File: src/hw/rtl/primality_test_32bit_core_macros.svh
// ----------------------------------------------------------------------------
// primality_test_32bit_core_macros
// Assertion macros used by the checking code of the primality core.
// ----------------------------------------------------------------------------
`ifndef PRIMALITY_TEST_32BIT_CORE_MACROS_SVH
`define PRIMALITY_TEST_32BIT_CORE_MACROS_SVH

// Check that an implication holds at every clock edge outside reset.
`define PT_ASSERT_IMP(lbl, clk, rstn, ante, cons) \
  lbl: assert property (@(posedge clk) disable iff (!rstn) (ante) |-> (cons)) \
    else $error("assertion failed");

// Check that an implication holds in the cycle after the antecedent.
`define PT_ASSERT_NEXT(lbl, clk, rstn, ante, cons) \
  lbl: assert property (@(posedge clk) disable iff (!rstn) (ante) |=> (cons)) \
    else $error("assertion failed");

`endif

File: src/hw/rtl/pt32_pkg.sv
// ----------------------------------------------------------------------------
// pt32_pkg
// Shared types and constants of the 32-bit primality test core.
// ----------------------------------------------------------------------------
package pt32_pkg;

  localparam int unsigned WordW = 32;

  // Classification handed from the front end to the back end.
  typedef enum logic [1:0] {
    CLS_COMPOSITE = 2'd0,
    CLS_PRIME     = 2'd1,
    CLS_TEST      = 2'd2
  } cls_e;

  typedef struct packed {
    cls_e             cls;
    logic [WordW-1:0] n;
  } job_t;

  localparam int unsigned JobW = $bits(job_t);

endpackage

File: src/hw/rtl/primality_test_32bit_core.sv
// ----------------------------------------------------------------------------
// primality_test_32bit_core
// Stream in a 32-bit candidate, stream out one prime/not-prime bit.
// ----------------------------------------------------------------------------
// Input channel s_axis: tdata[31:0] carries the candidate. Output channel
// m_axis: tdata[0] is 1 when the candidate is prime, bits 7:1 are zero.
// One result comes out per candidate, in order.
// The classifier does trial division by the primes 2..31, one nibble a
// cycle (candidates below 40 are looked up in a table instead), and stops
// at the first divisor found. Every candidate then goes to the Miller-Rabin
// engine through a two-entry queue; the engine tests only the survivors, so
// classification of the next candidate overlaps the test of this one. Each
// modular multiply runs in the shared reducer, one remainder bit a cycle, and
// a full test needs up to about 200 multiplies, composites usually fewer.
// Reset clears all control state; no result is pending afterwards.
// When m_axis_tready is low the result is held and the engine waits; the
// queue then fills and s_axis_tready falls.
// ----------------------------------------------------------------------------
`include "primality_test_32bit_core_macros.svh"
module primality_test_32bit_core (
  input  logic        clk_i,
  input  logic        rst_ni,
  input  logic        s_axis_tvalid,
  output logic        s_axis_tready,
  input  logic [31:0] s_axis_tdata,  // [31:0] candidate
  output logic        m_axis_tvalid,
  input  logic        m_axis_tready,
  output logic [7:0]  m_axis_tdata   // [0] is_prime, [7:1] zero
);
  import pt32_pkg::*;

  logic f_valid, f_ready, q_valid, q_ready, res;
  job_t f_job, q_job;

  pt32_front u_front (
    .clk_i, .rst_ni, .in_valid_i(s_axis_tvalid), .in_ready_o(s_axis_tready),
    .cand_i(s_axis_tdata), .job_valid_o(f_valid), .job_ready_i(f_ready), .job_o(f_job)
  );

  pt32_queue u_queue (
    .clk_i, .rst_ni, .wr_valid_i(f_valid), .wr_ready_o(f_ready), .wr_data_i(f_job),
    .rd_valid_o(q_valid), .rd_ready_i(q_ready), .rd_data_o(q_job)
  );

  pt32_back u_back (
    .clk_i, .rst_ni, .job_valid_i(q_valid), .job_ready_o(q_ready), .job_i(q_job),
    .res_valid_o(m_axis_tvalid), .res_ready_i(m_axis_tready), .res_o(res)
  );

  assign m_axis_tdata = {7'd0, res};

  `PT_ASSERT_NEXT(a_hold, clk_i, rst_ni, m_axis_tvalid && !m_axis_tready,
                  m_axis_tvalid && $stable(m_axis_tdata))
  `PT_ASSERT_IMP(a_pad, clk_i, rst_ni, m_axis_tvalid, m_axis_tdata[7:1] == 7'd0)

endmodule

File: src/hw/rtl/pt32_front.sv
// ----------------------------------------------------------------------------
// pt32_front
// Accepts candidates and classifies them by the small-prime table and
// trial division by the primes up to 31.
// ----------------------------------------------------------------------------
module pt32_front (
  input  logic                      clk_i,
  input  logic                      rst_ni,
  input  logic                      in_valid_i,
  output logic                      in_ready_o,
  input  logic [31:0]               cand_i,
  output logic                      job_valid_o,
  input  logic                      job_ready_i,
  output pt32_pkg::job_t            job_o
);
  import pt32_pkg::*;

  logic        busy_q, busy_d;
  logic [31:0] n_q, n_d;
  logic [3:0]  idx_q, idx_d;
  logic        comp_q, comp_d;
  logic [5:0]  p_cur;
  logic [15:0] recip;
  logic        is_small_prime;

  // Trial divisor sequence: 2, 3, 5, ..., 31, with ceil(2^16/p) beside it.
  always_comb begin
    case (idx_q)
      4'd0: begin p_cur = 6'd2;  recip = 16'd32768; end
      4'd1: begin p_cur = 6'd3;  recip = 16'd21846; end
      4'd2: begin p_cur = 6'd5;  recip = 16'd13108; end
      4'd3: begin p_cur = 6'd7;  recip = 16'd9363;  end
      4'd4: begin p_cur = 6'd11; recip = 16'd5958;  end
      4'd5: begin p_cur = 6'd13; recip = 16'd5042;  end
      4'd6: begin p_cur = 6'd17; recip = 16'd3856;  end
      4'd7: begin p_cur = 6'd19; recip = 16'd3450;  end
      4'd8: begin p_cur = 6'd23; recip = 16'd2850;  end
      4'd9: begin p_cur = 6'd29; recip = 16'd2260;  end
      default: begin p_cur = 6'd31; recip = 16'd2115; end
    endcase
  end

  always_comb begin
    case (n_q[5:0])
      6'd2, 6'd3, 6'd5, 6'd7, 6'd11, 6'd13, 6'd17, 6'd19, 6'd23, 6'd29, 6'd31,
      6'd37: is_small_prime = 1'b1;
      default: is_small_prime = 1'b0;
    endcase
  end

  // Remainder one nibble a cycle, most significant first: 8 steps per divisor.
  // The partial value stays below 512, so the reciprocal quotient is exact.
  logic [2:0]  bit_q, bit_d;
  logic [4:0]  nib_lo;
  logic [9:0]  r_try;
  logic [25:0] q_prod;
  logic [9:0]  q_est;
  logic [5:0]  r_q, r_d;

  assign in_ready_o = !busy_q;
  assign nib_lo = 5'd28 - {bit_q, 2'b00};

  always_comb begin
    busy_d = busy_q;
    n_d    = n_q;
    idx_d  = idx_q;
    comp_d = comp_q;
    bit_d  = bit_q;
    r_d    = r_q;
    job_valid_o = 1'b0;
    job_o.n   = n_q;
    job_o.cls = CLS_TEST;
    r_try  = {r_q, n_q[nib_lo +: 4]};
    q_prod = {16'd0, r_try} * {10'd0, recip};
    q_est  = q_prod[25:16];
    if (!busy_q) begin
      if (in_valid_i) begin
        busy_d = 1'b1;
        n_d    = cand_i;
        idx_d  = '0;
        bit_d  = '0;
        r_d    = '0;
        comp_d = 1'b0;
      end
    end else if (n_q < 32'd40 || comp_q || idx_q == 4'd11) begin
      job_valid_o = 1'b1;
      if (n_q < 32'd40) job_o.cls = is_small_prime ? CLS_PRIME : CLS_COMPOSITE;
      else if (comp_q) job_o.cls = CLS_COMPOSITE;
      if (job_ready_i) busy_d = 1'b0;
    end else begin
      r_d = 6'(r_try - q_est * {4'd0, p_cur});
      bit_d = bit_q + 3'd1;
      if (bit_q == 3'd7) begin
        if (r_d == 6'd0) comp_d = 1'b1;
        idx_d = idx_q + 4'd1;
        bit_d = '0;
        r_d   = '0;
      end
    end
  end

  always_ff @(posedge clk_i or negedge rst_ni) begin
    if (!rst_ni) begin
      busy_q <= 1'b0;
    end else begin
      busy_q <= busy_d;
    end
  end

  always_ff @(posedge clk_i) begin
    n_q    <= n_d;
    idx_q  <= idx_d;
    comp_q <= comp_d;
    bit_q  <= bit_d;
    r_q    <= r_d;
  end

endmodule

File: src/hw/rtl/pt32_queue.sv
// ----------------------------------------------------------------------------
// pt32_queue
// Two-entry queue between the classifier and the Miller-Rabin engine.
// ----------------------------------------------------------------------------
module pt32_queue (
  input  logic           clk_i,
  input  logic           rst_ni,
  input  logic           wr_valid_i,
  output logic           wr_ready_o,
  input  pt32_pkg::job_t wr_data_i,
  output logic           rd_valid_o,
  input  logic           rd_ready_i,
  output pt32_pkg::job_t rd_data_o
);
  import pt32_pkg::*;

  job_t       mem_q [2];
  logic       wp_q, rp_q;
  logic [1:0] cnt_q;
  logic       wr_en, rd_en;

  assign wr_ready_o = cnt_q != 2'd2;
  assign rd_valid_o = cnt_q != 2'd0;
  assign rd_data_o  = mem_q[rp_q];
  assign wr_en = wr_valid_i && wr_ready_o;
  assign rd_en = rd_valid_o && rd_ready_i;

  always_ff @(posedge clk_i or negedge rst_ni) begin
    if (!rst_ni) begin
      wp_q  <= 1'b0;
      rp_q  <= 1'b0;
      cnt_q <= 2'd0;
    end else begin
      if (wr_en) wp_q <= !wp_q;
      if (rd_en) rp_q <= !rp_q;
      cnt_q <= cnt_q + {1'b0, wr_en} - {1'b0, rd_en};
    end
  end

  always_ff @(posedge clk_i) begin
    if (wr_en) mem_q[wp_q] <= wr_data_i;
  end

endmodule

File: src/hw/rtl/pt32_mulmod.sv
// ----------------------------------------------------------------------------
// pt32_mulmod
// Modular multiply: one 32x32 product, then a restoring reduction of the
// 64-bit product, one quotient bit per cycle.
// ----------------------------------------------------------------------------
module pt32_mulmod (
  input  logic        clk_i,
  input  logic        rst_ni,
  input  logic        start_i,
  input  logic [31:0] a_i,
  input  logic [31:0] b_i,
  input  logic [31:0] m_i,
  output logic        done_o,
  output logic [31:0] r_o
);
  logic        run_q;
  logic [63:0] prod_q;
  logic [32:0] rem_q;
  logic [6:0]  cnt_q;
  logic [32:0] sh;

  assign sh = {rem_q[31:0], prod_q[63]};
  assign r_o = rem_q[31:0];
  assign done_o = run_q && cnt_q == 7'd64;

  always_ff @(posedge clk_i or negedge rst_ni) begin
    if (!rst_ni) begin
      run_q <= 1'b0;
    end else if (start_i) begin
      run_q <= 1'b1;
    end else if (done_o) begin
      run_q <= 1'b0;
    end
  end

  always_ff @(posedge clk_i) begin
    if (start_i) begin
      prod_q <= 64'(a_i) * 64'(b_i);
      rem_q  <= '0;
      cnt_q  <= '0;
    end else if (run_q && cnt_q != 7'd64) begin
      prod_q <= {prod_q[62:0], 1'b0};
      rem_q  <= (sh >= {1'b0, m_i}) ? sh - {1'b0, m_i} : sh;
      cnt_q  <= cnt_q + 7'd1;
    end
  end

endmodule

File: src/hw/rtl/pt32_back.sv
// ----------------------------------------------------------------------------
// pt32_back
// Miller-Rabin engine for witnesses 2, 7 and 61 plus the result register.
// ----------------------------------------------------------------------------
module pt32_back (
  input  logic           clk_i,
  input  logic           rst_ni,
  input  logic           job_valid_i,
  output logic           job_ready_o,
  input  pt32_pkg::job_t job_i,
  output logic           res_valid_o,
  input  logic           res_ready_i,
  output logic           res_o
);
  import pt32_pkg::*;

  localparam logic [2:0] S_IDLE = 3'd0, S_SQR = 3'd1, S_MUL = 3'd2,
                         S_CHK = 3'd3, S_LOOP = 3'd4, S_WAIT = 3'd5, S_OUT = 3'd6;

  logic [2:0]  st_q;
  logic [31:0] n_q, d_q, x_q, base_q;
  logic [4:0]  r_q, j_q, bit_q;
  logic [1:0]  w_q;
  logic        res_q, ov_q;
  logic        mm_start, mm_done;
  logic [31:0] mm_a, mm_b, mm_r;
  logic [31:0] nm1;
  logic [31:0] jn_m1;
  logic [31:0] dsh;
  logic [4:0]  tz;

  assign nm1 = n_q - 32'd1;
  assign job_ready_o = st_q == S_IDLE && !ov_q;
  assign res_valid_o = ov_q;
  assign res_o = res_q;

  // Odd part of n-1: count trailing zeros of n-1.
  always_comb begin
    jn_m1 = job_i.n - 32'd1;
    tz = '0;
    for (int i = 31; i >= 0; i--) if (jn_m1[i]) tz = 5'(i);
    dsh = jn_m1 >> tz;
  end

  pt32_mulmod u_mm (
    .clk_i, .rst_ni, .start_i(mm_start), .a_i(mm_a), .b_i(mm_b), .m_i(n_q),
    .done_o(mm_done), .r_o(mm_r)
  );

  assign mm_a = x_q;
  assign mm_b = (st_q == S_MUL) ? base_q : x_q;

  always_ff @(posedge clk_i or negedge rst_ni) begin
    if (!rst_ni) begin
      st_q <= S_IDLE;
      ov_q <= 1'b0;
      mm_start <= 1'b0;
    end else begin
      if (ov_q && res_ready_i) ov_q <= 1'b0;
      case (st_q)
        S_IDLE: begin
          mm_start <= job_valid_i && !ov_q && job_i.cls == CLS_TEST;
          if (job_valid_i && !ov_q) begin
            n_q <= job_i.n;
            if (job_i.cls != CLS_TEST) begin
              res_q <= job_i.cls == CLS_PRIME;
              ov_q  <= 1'b1;
            end else begin
              d_q <= dsh; r_q <= tz; w_q <= 2'd0;
              base_q <= 32'd2; x_q <= 32'd1; bit_q <= 5'd31;
              st_q <= S_SQR;
            end
          end
        end
        S_SQR: begin
          mm_start <= mm_done && (d_q[bit_q] || bit_q != 5'd0);
          if (mm_done) begin
            x_q <= mm_r;
            if (d_q[bit_q]) st_q <= S_MUL;
            else if (bit_q == 5'd0) st_q <= S_CHK;
            else bit_q <= bit_q - 5'd1;
          end
        end
        S_MUL: begin
          mm_start <= mm_done && bit_q != 5'd0;
          if (mm_done) begin
            x_q <= mm_r;
            if (bit_q == 5'd0) st_q <= S_CHK;
            else begin bit_q <= bit_q - 5'd1; st_q <= S_SQR; end
          end
        end
        S_CHK: begin
          j_q <= 5'd0;
          mm_start <= !(x_q == 32'd1 || x_q == nm1 || n_q == 32'd61) && r_q != 5'd0;
          if (x_q == 32'd1 || x_q == nm1 || n_q == 32'd61) st_q <= S_WAIT;
          else if (r_q == 5'd0) begin res_q <= 1'b0; ov_q <= 1'b1; st_q <= S_OUT; end
          else st_q <= S_LOOP;
        end
        S_LOOP: begin
          mm_start <= mm_done && mm_r != nm1 && j_q + 5'd1 != r_q;
          if (mm_done) begin
            x_q <= mm_r;
            j_q <= j_q + 5'd1;
            if (mm_r == nm1) st_q <= S_WAIT;
            else if (j_q + 5'd1 == r_q) begin
              res_q <= 1'b0; ov_q <= 1'b1; st_q <= S_OUT;
            end
          end
        end
        S_WAIT: begin
          mm_start <= w_q != 2'd2;
          if (w_q == 2'd2) begin res_q <= 1'b1; ov_q <= 1'b1; st_q <= S_OUT; end
          else begin
            w_q <= w_q + 2'd1;
            base_q <= (w_q == 2'd0) ? 32'd7 : 32'd61;
            x_q <= 32'd1; bit_q <= 5'd31; st_q <= S_SQR;
          end
        end
        S_OUT: begin
          mm_start <= 1'b0;
          st_q <= S_IDLE;
        end
        default: begin
          mm_start <= 1'b0;
          st_q <= S_IDLE;
        end
      endcase
    end
  end

endmodule

File: config.mk
export PLATFORM = sky130hd
export DESIGN_NAME = primality_test_32bit_core
export DESIGN_NICKNAME = d
export VERILOG_FILES = /design/src/hw/rtl/pt32_pkg.sv /design/src/hw/rtl/primality_test_32bit_core.sv /design/src/hw/rtl/pt32_front.sv /design/src/hw/rtl/pt32_queue.sv /design/src/hw/rtl/pt32_mulmod.sv /design/src/hw/rtl/pt32_back.sv
export VERILOG_INCLUDE_DIRS = /design/src /design/src/hw/rtl
export SDC_FILE = /design/constraint.sdc
export NUM_CORES = 2
export LEC_CHECK = 0
export BUFFER_PORTS_ARGS = -buffer_cell sky130_fd_sc_hd__buf_2
export CORE_UTILIZATION = 70
export DETAILED_ROUTE_END_ITERATION = 10
export GPL_ROUTABILITY_DRIVEN = 0
export GPL_TIMING_DRIVEN = 0
export PLACE_DENSITY = 0.95
export SLEW_MARGIN = 20
export SYNTH_ARGS = -nofsm -noshare
export SYNTH_HDL_FRONTEND = slang
export SYNTH_HIERARCHICAL = 1
export SYNTH_SLANG_ARGS = --single-unit
File: constraint.sdc
create_clock -name clk_i -period 22.1 [get_ports clk_i]
set_input_delay 4.42 -clock clk_i [delete_from_list [all_inputs] [get_ports clk_i]]
set_output_delay 4.42 -clock clk_i [all_outputs]
set_load 0.02 [all_outputs]
==> results of run 1 <==
[metrics by stage]
step	instances	area [sq um]	worst slack, ns	hold slack, ns	utilization
2_1_floorplan	6368	60200	12.63	0.4603	-
3_3_place_gp	7550	61820	11.47	0.4749	0.7260
3_5_place_dp	7554	61950	11.20	0.4983	0.7276
4_1_cts	7626	63190	11.18	0.5175	0.7421
[logic make-up after synthesis]
family,synth area share
AND/OR/NAND/NOR,0.1785
buffers and inverters,0.08916
adder cells (fa/ha/maj),0.4123
AO/OA/AOI/OAI,0.07828
flip-flops,0.1714
XOR/XNOR,0.03757
multiplexers,0.03277
other,0.00006232
[routing by layer]
layer  GRT usage  GRT overflow
met1      0.5480             0
met2      0.7118             0
met3      0.4007             1
met4      0.4805             2
met5      0.2023             0
==> summary.md, run 1 <==
| Metric | Value |
|---|---|
| Die X-Extent | `295.2 um` |
| CTS H-tree lvls | `2` |
| IO Pins | `46` |
| Halt point of the flow | `5_1_grt` |
| # Post-CTS Setup Buffers | `0` |
| Status | `stopped before the end` |
| Ys async rst share | `0.03014` |
| Top post-synthesis cells by area | `fa_1, edfxtp_1, and2_1, ha_1, inv_1` |
| Cells after synthesis | `6,362` |
| CTS max path bufs | `3` |
| TritonCTS Buffers | `40` |
| Yosys reg bits | `365` |
| Yosys cell types | `120` |
| IO buf count | `38` |
| Starting Density | `0.7067` |
| Ys Warns | `6` |
| Vias in the first global route | `58,800` |
| CTS Hold Bufs | `0` |
| Root Driver | `clkbuf_16` |
| Most common library cells after synthesis | `inv_1, fa_1, and2_1, nand2_1, ha_1` |
| Rows | `107` |
| GRT overflow | `3` |
| Netlist Area Pre-Place | `60,180 sq um` |
| Total GRT Usage | `0.5437` |
| TritonCTS Sinks | `365` |
| Avg Synthesized Cell Area | `9.459 sq um` |
| Largest net degree at the start of global routing | `62` |
| EDFF count, synth | `295` |
| First-pass GRT wire length | `349.3 mm` |
| Post-synth top area cell | `fa_1` |
| Die height | `295.2 um` |
| DPL Wire Length | `153.9 mm` |
| Post-CTS resize count | `0` |
| Ys flop type | `edfxtp_1` |
| Stop err | `[ERROR GRT-0116] Global routing finished with congestion. Check the congestion regions in the DRC Viewer.` |
| Count leader, synth | `inv_1` |
| Yosys top cell area share | `0.3353` |
| Register area share after synthesis | `0.1714` |
==> inputs of run 2 (changes only) <==
Settings changed: CORE_UTILIZATION 70 to 40, PLACE_DENSITY 0.95 to default, PLACE_DENSITY_LB_ADDON from default to 0.15.
==> run 2 against run 1 <==
The flow now finishes without violations. Synthesized cell count unchanged. Area after synthesis unchanged.
==> summary.md, run 2 <==
| Metric | Value |
|---|---|
| Ys Warns | `6 (unchanged)` |
| Largest net degree at the start of global routing | `54` |
| Average routed wire per standard cell | `24.48 um` |
| IO Pins | `46 (unchanged)` |
| GRT overflow | `0` |
| Hold Vio Cnt, Final | `0` |
| DRC | `0` |
| CTS Hold Bufs | `0 (unchanged)` |
| Ys async rst share | `0.03014 (unchanged)` |
| Max reg flops | `68` |
| Cells after synthesis | `6,362 (unchanged)` |
| Final hold slack | `0.4951 ns` |
| Max cap viols | `0` |
| Most common cell after layout, fill and taps aside | `inv_1` |
| Crit. End Element | `flop` |
| Largest registers | `u_queue/mem_q: 68 flops, u_back/u_mm/prod_q: 64 flops` |
| Root Driver | `clkbuf_16` |
| Critical path's slowest cell | `clkbuf_1` |
| TritonCTS Sinks | `365 (unchanged)` |
| Register area share after synthesis | `0.1714 (unchanged)` |
| Top reg by flops | `u_queue/mem_q` |
| Critical path type | `flop to flop` |
| CTS tree | `done` |
| Min Clock Period, post-route | `11.86 ns` |
| Core area | `148,500 sq um` |
| Routed Antenna Nets | `0` |
| Post-synth top area cell | `fa_1` |
| Post-CTS resize count | `0 (unchanged)` |
| Most common library cells after synthesis | `inv_1, fa_1, and2_1, nand2_1, ha_1` |
| Area grow syn2layout | `7.411%` |
| Later-pin clock latency in the skew report | `0.63 ns` |
| Worst min-delay path class | `flop to flop` |
| RSZ-0062 raised after global routing | `false` |
| Final setup fails | `0` |
| Slew Limit Fails | `0` |
| Most common cell on crit path | `fa_1` |
| Fmax | `84.35 MHz` |
| Final setup TNS | `0 ns` |
| Drt first pass iters | `6` |
| Vias in the first global route | `48,140` |
| Die area | `152,000 sq um` |
| Worst Path Required | `22.47 ns` |
| Worst-path fanout max | `10` |
| Die X-Extent | `389.9 um (+32%)` |
| Drt via density | `5.437` |
| CP max stage delay | `0.89 ns` |
| EDFF count, synth | `295 (unchanged)` |
| Fraction of layout cells with a size suffix above 1 | `0.04943` |
| Commonest cells after routing, fill and taps aside | `inv_1, fa_1, and2_1` |
| Total GRT Usage | `0.2773` |
| Avg Synthesized Cell Area | `9.459 sq um (unchanged)` |
| CTS max path bufs | `3 (unchanged)` |
| Clock transition at the registers of the reported paths | `0.06 ns` |
| Top post-synthesis cells by area | `fa_1, edfxtp_1, and2_1, ha_1, inv_1` |
| Worst EP arrival | `12.23 ns` |
| Ys flop type | `edfxtp_1` |
| Yosys top cell area share | `0.3353 (unchanged)` |
| # Post-CTS Setup Buffers | `0 (unchanged)` |
| Relative slew margins | `0.1543` |
| Setup Skew | `0.04418 ns` |
| Final period util | `0.5364` |
| Initial antenna violation count | `11` |
| Die height | `389.9 um (+32%)` |
| DPL Wire Length | `168.7 mm (+9.6%)` |
| Initial drt markers | `3,767` |
| Critical Path Start Type | `flop` |
| IO buf count | `38 (unchanged)` |
| Starting Density | `0.4051 (-0.3016)` |
| Slew @ Worst Pin | `1.268 ns` |
| CTS H-tree lvls | `2 (unchanged)` |
| Final nets | `7,872` |
| Count leader, synth | `inv_1` |
| Routed vias | `46,250` |
| Status | `complete, no violations` |
| Yosys cell types | `120 (unchanged)` |
| Rows | `141 (+32%)` |
| First-pass GRT wire length | `309.8 mm` |
| Yosys reg bits | `365 (unchanged)` |
| Post-Route WL | `208.2 mm` |
| TritonCTS Buffers | `45 (+13%)` |
| Netlist Area Pre-Place | `60,180 sq um (unchanged)` |
[run 2: cell counts after synthesis]
No cell type changed its count.
[run 2: path summary, 6_finish.rpt]
path / from / endpoint / slack [ns] / cells after the start
setup / recovery: u_back/st_q[0]$_DFFE_PN0P_ / u_back/u_mm/prod_q[60]$_DFFE_PP_ / 10.24 / 30
hold / removal: u_back/u_mm/cnt_q[1]$_SDFFE_PP0P_ / u_back/u_mm/cnt_q[1]$_SDFFE_PP0P_ / 0.50 / 2
setup reg to reg: u_back/st_q[0]$_DFFE_PN0P_ / u_back/u_mm/prod_q[60]$_DFFE_PP_ / 10.24 / 30
hold reg to reg: u_back/u_mm/cnt_q[1]$_SDFFE_PP0P_ / u_back/u_mm/cnt_q[1]$_SDFFE_PP0P_ / 0.50 / 2
max in group asynchronous: rst_ni / u_back/mm_start$_DFF_PN0_ / 17.93 / 1
min in group asynchronous: rst_ni / u_queue/rp_q$_DFFE_PN0P_ / 3.79 / 1
[run 2: per-stage QoR]
stage	cells	setup slack, ns	cell area, sq um	util
5_1_grt	8496	10.18	64610	0.4349
3_3_place_gp	8408	10.63	62890	0.4234
6_report	8506	10.24	64630	0.4351
2_1_floorplan	6368	12.63	60200	-
4_1_cts	8496	10.70	64610	0.4349
3_5_place_dp	8413	10.73	63050	0.4244
[run 2: critical path: cells and delay by family, from the launching register on]
kind	cells	cell delay, ns
xor+xnor	1	0.12
fa+ha+maj	9	4.69
buf+inv	7	2.35
compound gates	3	1.09
flops	1	0.39
simple gates	9	2.66
mux	1	0.28
[run 2: logic make-up (layout without fill, tap and decap cells)]
| family | count (synthesis) | count (layout) | share of synthesized area |
|---|---|---|---|
| buffers and inverters | 1401 | 1527 | 0.08916 |
| muxes | 167 | 167 | 0.03277 |
| adders and majority gates | 1378 | 1378 | 0.4123 |
| AOI/OAI and AO/OA | 716 | 716 | 0.07828 |
| and+or+nand+nor | 2080 | 2080 | 0.1785 |
| other | 1 | 17 | 0.00006232 |
| xor gates and xnor gates | 254 | 254 | 0.03757 |
| DFF | 365 | 365 | 0.1714 |
[run 2: final cells by class]
class	count	area, sq um
timing repair buffer	43	305.3
multi-input combinational	4602	44560
tap	2002	2505
fill	14830	83910
antenna	10	25.02
clock buffer	57	1212
sequential	365	10310
clock inverter	26	349.1
inverter	1065	4000
buffer	336	1366
[run 2: routing by layer]
metal	up-vias	track usage	wire length (um)
met5	-	0	0
met4	0	0.1646	14770
met3	539	0.04736	14980
met2	1851	0.4550	97320
met1	23430	0.3429	81130
li1	20430	-	-
Power of run 2 is left out: the tool's default activity adds up to more than one toggle a clock period on the data nets, which glitch-free logic cannot reach.
